### src/design/rwl_pkg.sv
package rwl_pkg;

    localparam int QUEUE_DEPTH    = 16;
    localparam int THREAD_ID_BITS = 8;
    localparam int MAX_RESULTS    = 16;

    localparam int QPTR_W = (QUEUE_DEPTH > 1) ? $clog2(QUEUE_DEPTH) : 1;
    localparam int QCNT_W = $clog2(QUEUE_DEPTH + 1);
    localparam int NRES_W = $clog2(MAX_RESULTS + 1);
    localparam int RC_W   = 9;

    typedef logic [THREAD_ID_BITS-1:0] t_tid;
    typedef logic [QPTR_W-1:0]         t_qptr;
    typedef logic [QCNT_W-1:0]         t_qcnt;
    typedef logic [NRES_W-1:0]         t_nres;
    typedef logic [RC_W-1:0]           t_rc;

    localparam t_rc   READER_MAX  = t_rc'(511);
    localparam t_qcnt QUEUE_FULL  = t_qcnt'(QUEUE_DEPTH);
    localparam t_qptr QPTR_LAST   = t_qptr'(QUEUE_DEPTH - 1);
    localparam t_nres NRES_LAST   = t_nres'(MAX_RESULTS - 1);

    typedef enum logic [1:0] {
        KIND_RD  = 2'd0,
        KIND_WR  = 2'd1,
        KIND_REL = 2'd2
    } t_kind;

    typedef enum logic [2:0] {
        EV_RD_GRANT = 3'd0,
        EV_WR_GRANT = 3'd1,
        EV_QUEUED   = 3'd2,
        EV_REJECT   = 3'd3,
        EV_REL_OK   = 3'd4,
        EV_REL_ERR  = 3'd5
    } t_event;

    typedef enum logic [2:0] {
        ST_IDLE,
        ST_EXEC,
        ST_HAND,
        ST_RWAIT,
        ST_RGRANT
    } t_state;

    typedef enum logic [1:0] {
        RC_HOLD,
        RC_INC,
        RC_DEC
    } t_rc_op;

    // wrap-around increment of a queue pointer
    function automatic t_qptr qptr_next(input t_qptr p);
        t_qptr r;
        r = (p == QPTR_LAST) ? '0 : p + t_qptr'(1);
        return r;
    endfunction

endpackage

### src/design/rwl_ram.sv
module rwl_ram #(
    parameter int WIDTH = 8,
    parameter int DEPTH = 16
) (
    input  logic                             i_clk,
    input  logic                             i_we,
    input  logic [$clog2(DEPTH)-1:0]         i_waddr,
    input  logic [WIDTH-1:0]                 i_wdata,
    input  logic [$clog2(DEPTH)-1:0]         i_raddr,
    output logic [WIDTH-1:0]                 o_rdata
);

    logic [WIDTH-1:0] r_mem [DEPTH];
    logic [WIDTH-1:0] r_rdata;

    always_ff @(posedge i_clk) begin
        if (i_we) begin
            r_mem[i_waddr] <= i_wdata;
        end
        r_rdata <= r_mem[i_raddr];
    end

    assign o_rdata = r_rdata;

endmodule

### src/design/reader_writer_lock_arbiter_core.sv
// an acquire, or a refused release, gives its beat from the execute state, any
// other release from the handoff state; a release wakes up to sixteen readers, each
// after the first through the wait and grant states, set by the registered queue read;
// new requests wait for idle; a stalled output beat holds the sequencer where it is
// reset (i_rst_n, synchronous, active low) frees the lock, zeroes the reader count and
// empties both wait queues; queue storage is not cleared and needs no clearing pass
module reader_writer_lock_arbiter_core (
    input  logic       i_clk,
    input  logic       i_rst_n,
    input  logic       i_s_axis_tvalid,
    output logic       o_s_axis_tready,
    input  logic [7:0] i_s_axis_tdata,   // [7:0] thread_id
    input  logic [1:0] i_s_axis_tuser,   // [1:0] kind
    output logic       o_m_axis_tvalid,
    input  logic       i_m_axis_tready,
    output logic [7:0] o_m_axis_tdata,   // [7:0] target_thread
    output logic [2:0] o_m_axis_tuser,   // [2:0] event_res
    output logic       o_m_axis_tlast    // last result of the request
);

    // sequencer and lock state
    rwl_pkg::t_state r_state, n_state;
    logic            r_wh;          // a writer owns the lock
    rwl_pkg::t_tid   r_owner;
    rwl_pkg::t_rc    r_rc;          // readers holding the lock
    rwl_pkg::t_nres  r_n;           // beats given so far for the current request

    // wait queues: head, tail and fill count per queue
    rwl_pkg::t_qptr  r_rhead, r_rtail, r_whead, r_wtail;
    rwl_pkg::t_qcnt  r_rcnt, r_wcnt;

    // latched request
    logic [1:0]      r_kind;
    rwl_pkg::t_tid   r_tid;

    // output register
    logic            r_m_valid;
    logic [7:0]      r_m_tdata;
    logic [2:0]      r_m_tuser;
    logic            r_m_tlast;

    // queue read data, addressed by the head pointers
    rwl_pkg::t_tid   rq_rdata, wq_rdata;

    // actions decided by the sequencer
    logic            emit, e_last;
    rwl_pkg::t_tid   e_tid;
    rwl_pkg::t_event e_ev;
    rwl_pkg::t_rc_op rc_op;
    logic            wh_set, wh_clr;
    logic            rpush, wpush, rpop, wpop;
    logic            done, go_hand, go_rwait;

    logic            in_beat, out_free;
    rwl_pkg::t_rc    rc_sum;

    assign in_beat  = i_s_axis_tvalid && o_s_axis_tready;
    assign out_free = !r_m_valid || i_m_axis_tready;

    // the one shared adder: every reader count change goes through here
    always_comb begin
        case (rc_op)
            rwl_pkg::RC_INC: rc_sum = r_rc + rwl_pkg::t_rc'(1);
            rwl_pkg::RC_DEC: rc_sum = r_rc - rwl_pkg::t_rc'(1);
            default:         rc_sum = r_rc;
        endcase
    end

    rwl_ram #(
        .WIDTH(rwl_pkg::THREAD_ID_BITS),
        .DEPTH(rwl_pkg::QUEUE_DEPTH)
    ) u_rq (
        .i_clk  (i_clk),
        .i_we   (rpush),
        .i_waddr(r_rtail),
        .i_wdata(r_tid),
        .i_raddr(r_rhead),
        .o_rdata(rq_rdata)
    );

    rwl_ram #(
        .WIDTH(rwl_pkg::THREAD_ID_BITS),
        .DEPTH(rwl_pkg::QUEUE_DEPTH)
    ) u_wq (
        .i_clk  (i_clk),
        .i_we   (wpush),
        .i_waddr(r_wtail),
        .i_wdata(r_tid),
        .i_raddr(r_whead),
        .o_rdata(wq_rdata)
    );

    // next state
    always_comb begin
        n_state = r_state;
        case (r_state)
            rwl_pkg::ST_IDLE: begin
                if (in_beat) begin
                    n_state = rwl_pkg::ST_EXEC;
                end
            end
            rwl_pkg::ST_EXEC, rwl_pkg::ST_HAND, rwl_pkg::ST_RGRANT: begin
                if (done) begin
                    n_state = rwl_pkg::ST_IDLE;
                end else if (go_hand) begin
                    n_state = rwl_pkg::ST_HAND;
                end else if (go_rwait) begin
                    n_state = rwl_pkg::ST_RWAIT;
                end
            end
            rwl_pkg::ST_RWAIT: n_state = rwl_pkg::ST_RGRANT;
            default:           n_state = rwl_pkg::ST_IDLE;
        endcase
    end

    // sequencer actions
    always_comb begin
        emit     = 1'b0;
        e_last   = 1'b1;
        e_tid    = r_tid;
        e_ev     = rwl_pkg::EV_REL_OK;
        rc_op    = rwl_pkg::RC_HOLD;
        wh_set   = 1'b0;
        wh_clr   = 1'b0;
        rpush    = 1'b0;
        wpush    = 1'b0;
        rpop     = 1'b0;
        wpop     = 1'b0;
        done     = 1'b0;
        go_hand  = 1'b0;
        go_rwait = 1'b0;

        case (r_state)
            rwl_pkg::ST_EXEC: begin
                case (r_kind)
                    rwl_pkg::KIND_RD: begin
                        if (out_free) begin
                            emit = 1'b1;
                            done = 1'b1;
                            if (r_wh) begin
                                if (r_rcnt < rwl_pkg::QUEUE_FULL) begin
                                    rpush = 1'b1;
                                    e_ev  = rwl_pkg::EV_QUEUED;
                                end else begin
                                    e_ev  = rwl_pkg::EV_REJECT;
                                end
                            end else if (r_rc >= rwl_pkg::READER_MAX) begin
                                e_ev  = rwl_pkg::EV_REJECT;
                            end else begin
                                rc_op = rwl_pkg::RC_INC;
                                e_ev  = rwl_pkg::EV_RD_GRANT;
                            end
                        end
                    end
                    rwl_pkg::KIND_WR: begin
                        if (out_free) begin
                            emit = 1'b1;
                            done = 1'b1;
                            if (r_wh || r_rc != '0) begin
                                if (r_wcnt < rwl_pkg::QUEUE_FULL) begin
                                    wpush = 1'b1;
                                    e_ev  = rwl_pkg::EV_QUEUED;
                                end else begin
                                    e_ev  = rwl_pkg::EV_REJECT;
                                end
                            end else begin
                                wh_set = 1'b1;
                                e_ev   = rwl_pkg::EV_WR_GRANT;
                            end
                        end
                    end
                    rwl_pkg::KIND_REL: begin
                        if (r_wh && r_owner == r_tid) begin
                            wh_clr  = 1'b1;
                            go_hand = 1'b1;
                        end else if (r_rc == '0) begin
                            // release with nothing held
                            if (out_free) begin
                                emit = 1'b1;
                                e_ev = rwl_pkg::EV_REL_ERR;
                                done = 1'b1;
                            end
                        end else begin
                            rc_op   = rwl_pkg::RC_DEC;
                            go_hand = 1'b1;
                        end
                    end
                    default: done = 1'b1;
                endcase
            end
            rwl_pkg::ST_HAND, rwl_pkg::ST_RGRANT: begin
                if (out_free) begin
                    emit = 1'b1;
                    if (r_state == rwl_pkg::ST_HAND && !r_wh && r_wcnt != '0) begin
                        done = 1'b1;
                        // writers first, but only once all readers are gone
                        if (r_rc == '0) begin
                            e_tid  = wq_rdata;
                            e_ev   = rwl_pkg::EV_WR_GRANT;
                            wpop   = 1'b1;
                            wh_set = 1'b1;
                        end
                    end else if (r_state == rwl_pkg::ST_RGRANT ||
                                 (!r_wh && r_rcnt != '0 && r_rc < rwl_pkg::READER_MAX)) begin
                        // wake one queued reader
                        e_tid  = rq_rdata;
                        e_ev   = rwl_pkg::EV_RD_GRANT;
                        rpop   = 1'b1;
                        rc_op  = rwl_pkg::RC_INC;
                        e_last = !(r_rcnt != rwl_pkg::t_qcnt'(1) &&
                                   r_n < rwl_pkg::NRES_LAST &&
                                   r_rc < rwl_pkg::READER_MAX - rwl_pkg::t_rc'(1));
                        done     = e_last;
                        go_rwait = !e_last;
                    end else begin
                        done = 1'b1;
                    end
                end
            end
            default: ;
        endcase
    end

    // control registers
    always_ff @(posedge i_clk) begin
        if (!i_rst_n) begin
            r_state   <= rwl_pkg::ST_IDLE;
            r_wh      <= 1'b0;
            r_owner   <= '0;
            r_rc      <= '0;
            r_n       <= '0;
            r_rhead   <= '0;
            r_rtail   <= '0;
            r_rcnt    <= '0;
            r_whead   <= '0;
            r_wtail   <= '0;
            r_wcnt    <= '0;
            r_m_valid <= 1'b0;
        end else begin
            r_state <= n_state;
            r_rc    <= rc_sum;
            if (wh_set) begin
                r_wh    <= 1'b1;
                r_owner <= e_tid;
            end else if (wh_clr) begin
                r_wh <= 1'b0;
            end
            if (in_beat) begin
                r_n <= '0;
            end else if (emit) begin
                r_n <= r_n + rwl_pkg::t_nres'(1);
            end
            if (rpush) begin
                r_rtail <= rwl_pkg::qptr_next(r_rtail);
                r_rcnt  <= r_rcnt + rwl_pkg::t_qcnt'(1);
            end else if (rpop) begin
                r_rhead <= rwl_pkg::qptr_next(r_rhead);
                r_rcnt  <= r_rcnt - rwl_pkg::t_qcnt'(1);
            end
            if (wpush) begin
                r_wtail <= rwl_pkg::qptr_next(r_wtail);
                r_wcnt  <= r_wcnt + rwl_pkg::t_qcnt'(1);
            end else if (wpop) begin
                r_whead <= rwl_pkg::qptr_next(r_whead);
                r_wcnt  <= r_wcnt - rwl_pkg::t_qcnt'(1);
            end
            if (emit) begin
                r_m_valid <= 1'b1;
            end else if (i_m_axis_tready) begin
                r_m_valid <= 1'b0;
            end
        end
    end

    // payload registers
    always_ff @(posedge i_clk) begin
        if (in_beat) begin
            r_kind <= i_s_axis_tuser;
            r_tid  <= rwl_pkg::t_tid'(i_s_axis_tdata);
        end
        if (emit) begin
            r_m_tdata <= 8'(e_tid);
            r_m_tuser <= e_ev;
            r_m_tlast <= e_last;
        end
    end

    assign o_s_axis_tready = (r_state == rwl_pkg::ST_IDLE);
    assign o_m_axis_tvalid = r_m_valid;
    assign o_m_axis_tdata  = r_m_tdata;
    assign o_m_axis_tuser  = r_m_tuser;
    assign o_m_axis_tlast  = r_m_tlast;

    // a writer never owns the lock while readers still hold it
    a_excl: assert property (@(posedge i_clk) disable iff (!i_rst_n)
        !(r_wh && r_rc != '0))
        else $error("writer and readers hold the lock together");

    // queue fill counts stay within the queue depth
    a_qcnt: assert property (@(posedge i_clk) disable iff (!i_rst_n)
        r_rcnt <= rwl_pkg::QUEUE_FULL && r_wcnt <= rwl_pkg::QUEUE_FULL)
        else $error("wait queue overfilled");

    // a beat is only produced into a free output slot
    a_noovr: assert property (@(posedge i_clk) disable iff (!i_rst_n)
        emit |-> out_free)
        else $error("output beat overwritten");

    // a release never wakes more readers than one request may report
    a_nres: assert property (@(posedge i_clk) disable iff (!i_rst_n)
        r_n <= rwl_pkg::t_nres'(rwl_pkg::MAX_RESULTS))
        else $error("too many beats for one request");

endmodule

### config.mk
export PLATFORM = sky130hd
export DESIGN_NAME = reader_writer_lock_arbiter_core
export DESIGN_NICKNAME = d
export VERILOG_FILES = /design/src/design/rwl_pkg.sv /design/src/design/rwl_ram.sv /design/src/design/reader_writer_lock_arbiter_core.sv
export SDC_FILE = /design/constraint.sdc
export NUM_CORES = 1
export LEC_CHECK = 0
export ABC_AREA = 1
export BUFFER_PORTS_ARGS = -buffer_cell sky130_fd_sc_hd__buf_2
export CAP_MARGIN = 20
export CORE_MARGIN = 2
export CORE_UTILIZATION = 45
export CTS_CLUSTER_DIAMETER = 100
export DETAILED_ROUTE_END_ITERATION = 10
export PLACE_DENSITY_LB_ADDON = 0.25
export SKIP_LAST_GASP = 1
export SLEW_MARGIN = 10
export SYNTH_ARGS = -nofsm -noshare
export SYNTH_HDL_FRONTEND = slang
export SYNTH_SLANG_ARGS = --single-unit
### constraint.sdc
create_clock -name i_clk -period 4.2 [get_ports i_clk]
set_input_delay 0.84 -clock i_clk [delete_from_list [all_inputs] [get_ports i_clk]]
set_output_delay 0.84 -clock i_clk [all_outputs]
set_load 0.01 [all_outputs]
==> summary.md <==
| Metric | Value |
|---|---|
| Antenna violations before repair | 0 |
| Worst-margin pin slew | 1.14 ns |
| Power share of the clock group | 35.6% |
| Worst path max stage delay | roughly 0.73 ns |
| Fin Setup TNS | 0 ns |
| Initial Util | between 40% and 50% |
| Synth warn | 0 |
| Clk_skew | ~0.013 ns |
| Worst vdd ir | 0.330 mV |
| F_max | 293 MHz |
| Total global-route track usage | 19.8% |
| Largest net degree at the start of global routing | 68 |
| Fin worst setup slack | approximately 0.79 ns |
| Vias in the first global route | 9,154 |
| DRT antenna net count | 0 |
| Post-Synthesis Cells | between 1,000 and 1,500 |
| Worst setup SP type | register |
| Pre-CTS setup slack | around 0.6 ns |
| RSZ-0062 raised after global routing | false |
| Cell taking the most area after synthesis | edfxtp_1 |
| Row cnt | 65 |
| Syn_nets | 1,329 |
| Layout Nets | 1,361 |
| Period utilization | between 80% and 90% |
| Routed vias | between 9,000 and 10,000 |
| Total global routing overflow | 0 |
| R2R setup slack | 0.79 ns |
| Final slew viol count | 0 |
| Die Wd | 184 um |
| Total net switching power | around 2.8 mW |
| Synthesized area | 14,600 sq um |
| Maxcap violations | 0 |
| Cts repair resizes | 0 |
| Final setup viols | 0 |
| Sw frac | between 20% and 30% |
| Syn Area/Cell | 11.3 sq um |
| Post-DR wirelength/cell | 18.7 um |
| Sequential area share after synthesis | about two thirds |
| Height of the die | 184 um |
| Synth Flop Type | edfxtp_1 |
| Total CTS buffers | 38 |
| CP Class | register to register |
| RePlAce Congestion | 0.811 |
| LEAKAGE | 5.86 nW |
| Layout cells sized above 1 | 11.0% |
| Number of synthesized register bits | 347 |
| Global-route wire length before repair | 51.2 mm |
| Worst path bufs/invs | 3 |
| Top-area cell type share of the netlist area | 57.2% |
| CP Data Required Time | 4.60 ns |
| P&R area growth vs syn | 12.4% |
| # IOs | 28 |
| Synth area leaders | edfxtp_1, dfxtp_1, nor2_1 |
| Drt via density | 5.46 |
| Pwr dens | about 570 nW/um^2 |
| Minimum clock period | between 3 and 4 ns |
| DP HPWL | 20.6 mm |
| # diodes | 0 |
| WL final | approximately 33 mm |
| Core area | 31,700 sq um |
| Number of synthesized flops with an enable pin | roughly 280 |
| CTS tree | yes |
| Drt pass-1 iters | 4 |
| Int Power | 6.67 mW |
| Critical path's top delay family | simple AND/OR/NAND/NOR gates |
| Clock sink total | 347 |
| H-tree Lvls | 2 |
| Crit path DAT | 3.81 ns |
| # Post-CTS Setup Buffers | 0 |
| CP most frequent cell | nand2_1 |
| Slowest CP cell | edfxtp_1 |
| Logic gate share of total power | 19.5% |
| Netlist cell types | 45 |
| Crit-path max FO | 19 |
| Outcome | completed |
| Clock root cell | clkbuf_16 |
| DIE AREA | 33,900 sq um |
| HP Class | register to register |
| Reg power frac | between 40% and 50% |
| CTS Hold Bufs | 0 |
| Asr flop ratio synth | 0% |
| Worst-path clk slew | about 0.060 ns |
| Hold Fails Final Rpt | 0 |
| Rel. slew slack | between 20% and 30% |
| Kind of end point of the critical path | register |
| Worst-Skew Late Latency | 0.52 ns |
| Number of remaining DRC errors | 0 |
| Iter 0 DRT Violations | ~720 |
| Clk buf depth | 3 |
| CP cell instances | inv_1 > nand2_1 > nand2_1 > inv_1 > nand2_1 > nor2_1 > nand3_1 > nand2_1 > nor2_1 > ha_1 > ha_1 > a21oi_1 > nand2_1 > nand2_1 > nand2_1 > nand2_1 > a21oi_1 > o21ai_0 > nand2_1 > nand2_1 > nand2_1 > o21ai_0 > inv_1 |
| IO buf count | 27 |
[worst register-to-register path, delay by kind of cell (launching register included)]
kind	cells	cell delay, ns
simple gates	14	1.08
fa+ha+maj	2	0.74
flops	1	0.73
compound gates	4	0.50
buf+inv	3	0.25
[final timing paths]
path                            startpoint        end  cells past startpoint
worst max-delay path              r_tid[1]    r_rc[7]                     23
worst min register to register   r_rcnt[4]  r_rcnt[4]                      1
worst max register to register    r_tid[1]    r_rc[7]                     23
worst min-delay path             r_rcnt[4]  r_rcnt[4]                      1
[cell families (layout without fill, tap and decap cells)]
group	after synthesis	after routing	share of synthesized area [%]
compound gates	269	269	11.3
flops	347	347	66.7
mux	13	13	0.892
buf+inv	145	207	3.93
fa+ha+maj	28	28	2.50
simple gates	473	473	13.9
xor+xnor	12	12	0.721
[routing by layer]
| layer | wire, um | up-vias | track usage (%) |
|---|---|---|---|
| li1 | - | 4624 | - |
| met1 | 14700 | 4631 | 27.6 |
| met2 | 15400 | 249 | 32.1 |
| met3 | 1730 | 56 | 3.07 |
| met4 | 818 | 0 | 5.89 |
| met5 | 0 | - | 0 |
[power groups by stage]
stage	combinational (mW)	sequential (mW)	clock [mW]
floorplan	1.21	4.34	0
detailed placement	1.83	4.30	0
global placement	1.81	4.30	0
global route	2.08	4.25	3.56
CTS	1.84	4.23	3.41
finish	1.83	4.23	3.36
[final cells by class]
class                           count  area [sq um]
Clock buffer                       53          1040
Clock inverter                     17           226
Fill cell                        2738         15300
Inverter                           94           355
Multi-Input combinational cell    795          4280
Sequential cell                   347          9730
Tap cell                          402           503
Timing Repair Buffer               43           255
[state kept, by name, indices dropped and copies added (netlist names)]
signal	cells
r_rhead	4
u_rq.r_mem	128
r_wh	1
r_rcnt	5
r_n	5
r_kind	2
r_wcnt	5
u_wq.o_rdata	8
r_tid	8
u_wq.r_mem	128
r_owner	8
r_state	3
r_whead	4
r_rtail	4
o_m_axis_tuser	3
r_wtail	4
o_m_axis_tdata	8
r_rc	9
o_m_axis_tvalid	1
o_m_axis_tlast	1
u_rq.o_rdata	8
[placed cells by master, fill, tap and decap left out, types with 4 or more instances in the layout]
cell type  netlist  routed
o22ai_1         21      21
clkinv_2         0       4
edfxtp_1       278     278
o21bai_1         5       5
o211ai_1        11      11
o21ai_0        135     135
clkbuf_1        43      12
nor2_4           5       5
bufinv_16        0       5
clkinv_1         2       6
nand2_1        156     156
buf_4            0      16
buf_2            3      27
inv_2            9       9
a21oi_1         36      36
nor2_1         227     227
nor3_1           6       6
inv_1           82      82
ha_1            26      26
nand3_1         45      45
o32ai_1         19      19
o211ai_2         6       6
clkbuf_16        0      38
nand3_2          8       8
nand4_1          8       8
mux2i_1         13      13
xor2_1          10      10
nand2_2          8       8
dfxtp_1         69      66
o221ai_1        24      24
[cells in the mapped netlist, types with 3 or more instances]
master    number
clkbuf_1      43
o22ai_1       21
mux2i_1       13
nand2_1      156
inv_1         82
nor3_1         6
buf_2          3
xor2_1        10
edfxtp_1     278
nand3_1       45
nand2_2        8
buf_6          3
o32ai_1       19
inv_2          9
dfxtp_1       69
a21oi_1       36
o21ai_0      135
nand3_2        8
o211ai_1      11
o21ai_1        3
nor2_4         5
o21bai_1       5
nor2_1       227
o211ai_2       6
o221ai_1      24
nand4_1        8
nand2_4        3
ha_1          26
[per-stage QoR]
step / total power, mW / std cells / hold slack [ns] / cell area (sq um) / utilization, %
2_1_floorplan: 5.55 / 1287 / 0.444 / 14600 / -
3_3_place_gp: 6.10 / 1681 / 0.465 / 15100 / 47.7
3_5_place_dp: 6.14 / 1681 / 0.470 / 15100 / 47.7
4_1_cts: 9.48 / 1751 / 0.483 / 16400 / 51.7
5_1_grt: 9.89 / 1751 / 0.494 / 16400 / 51.7
6_report: 9.42 / 1751 / 0.493 / 16400 / 51.7
Note: power is estimated with default switching activity, not from simulation.
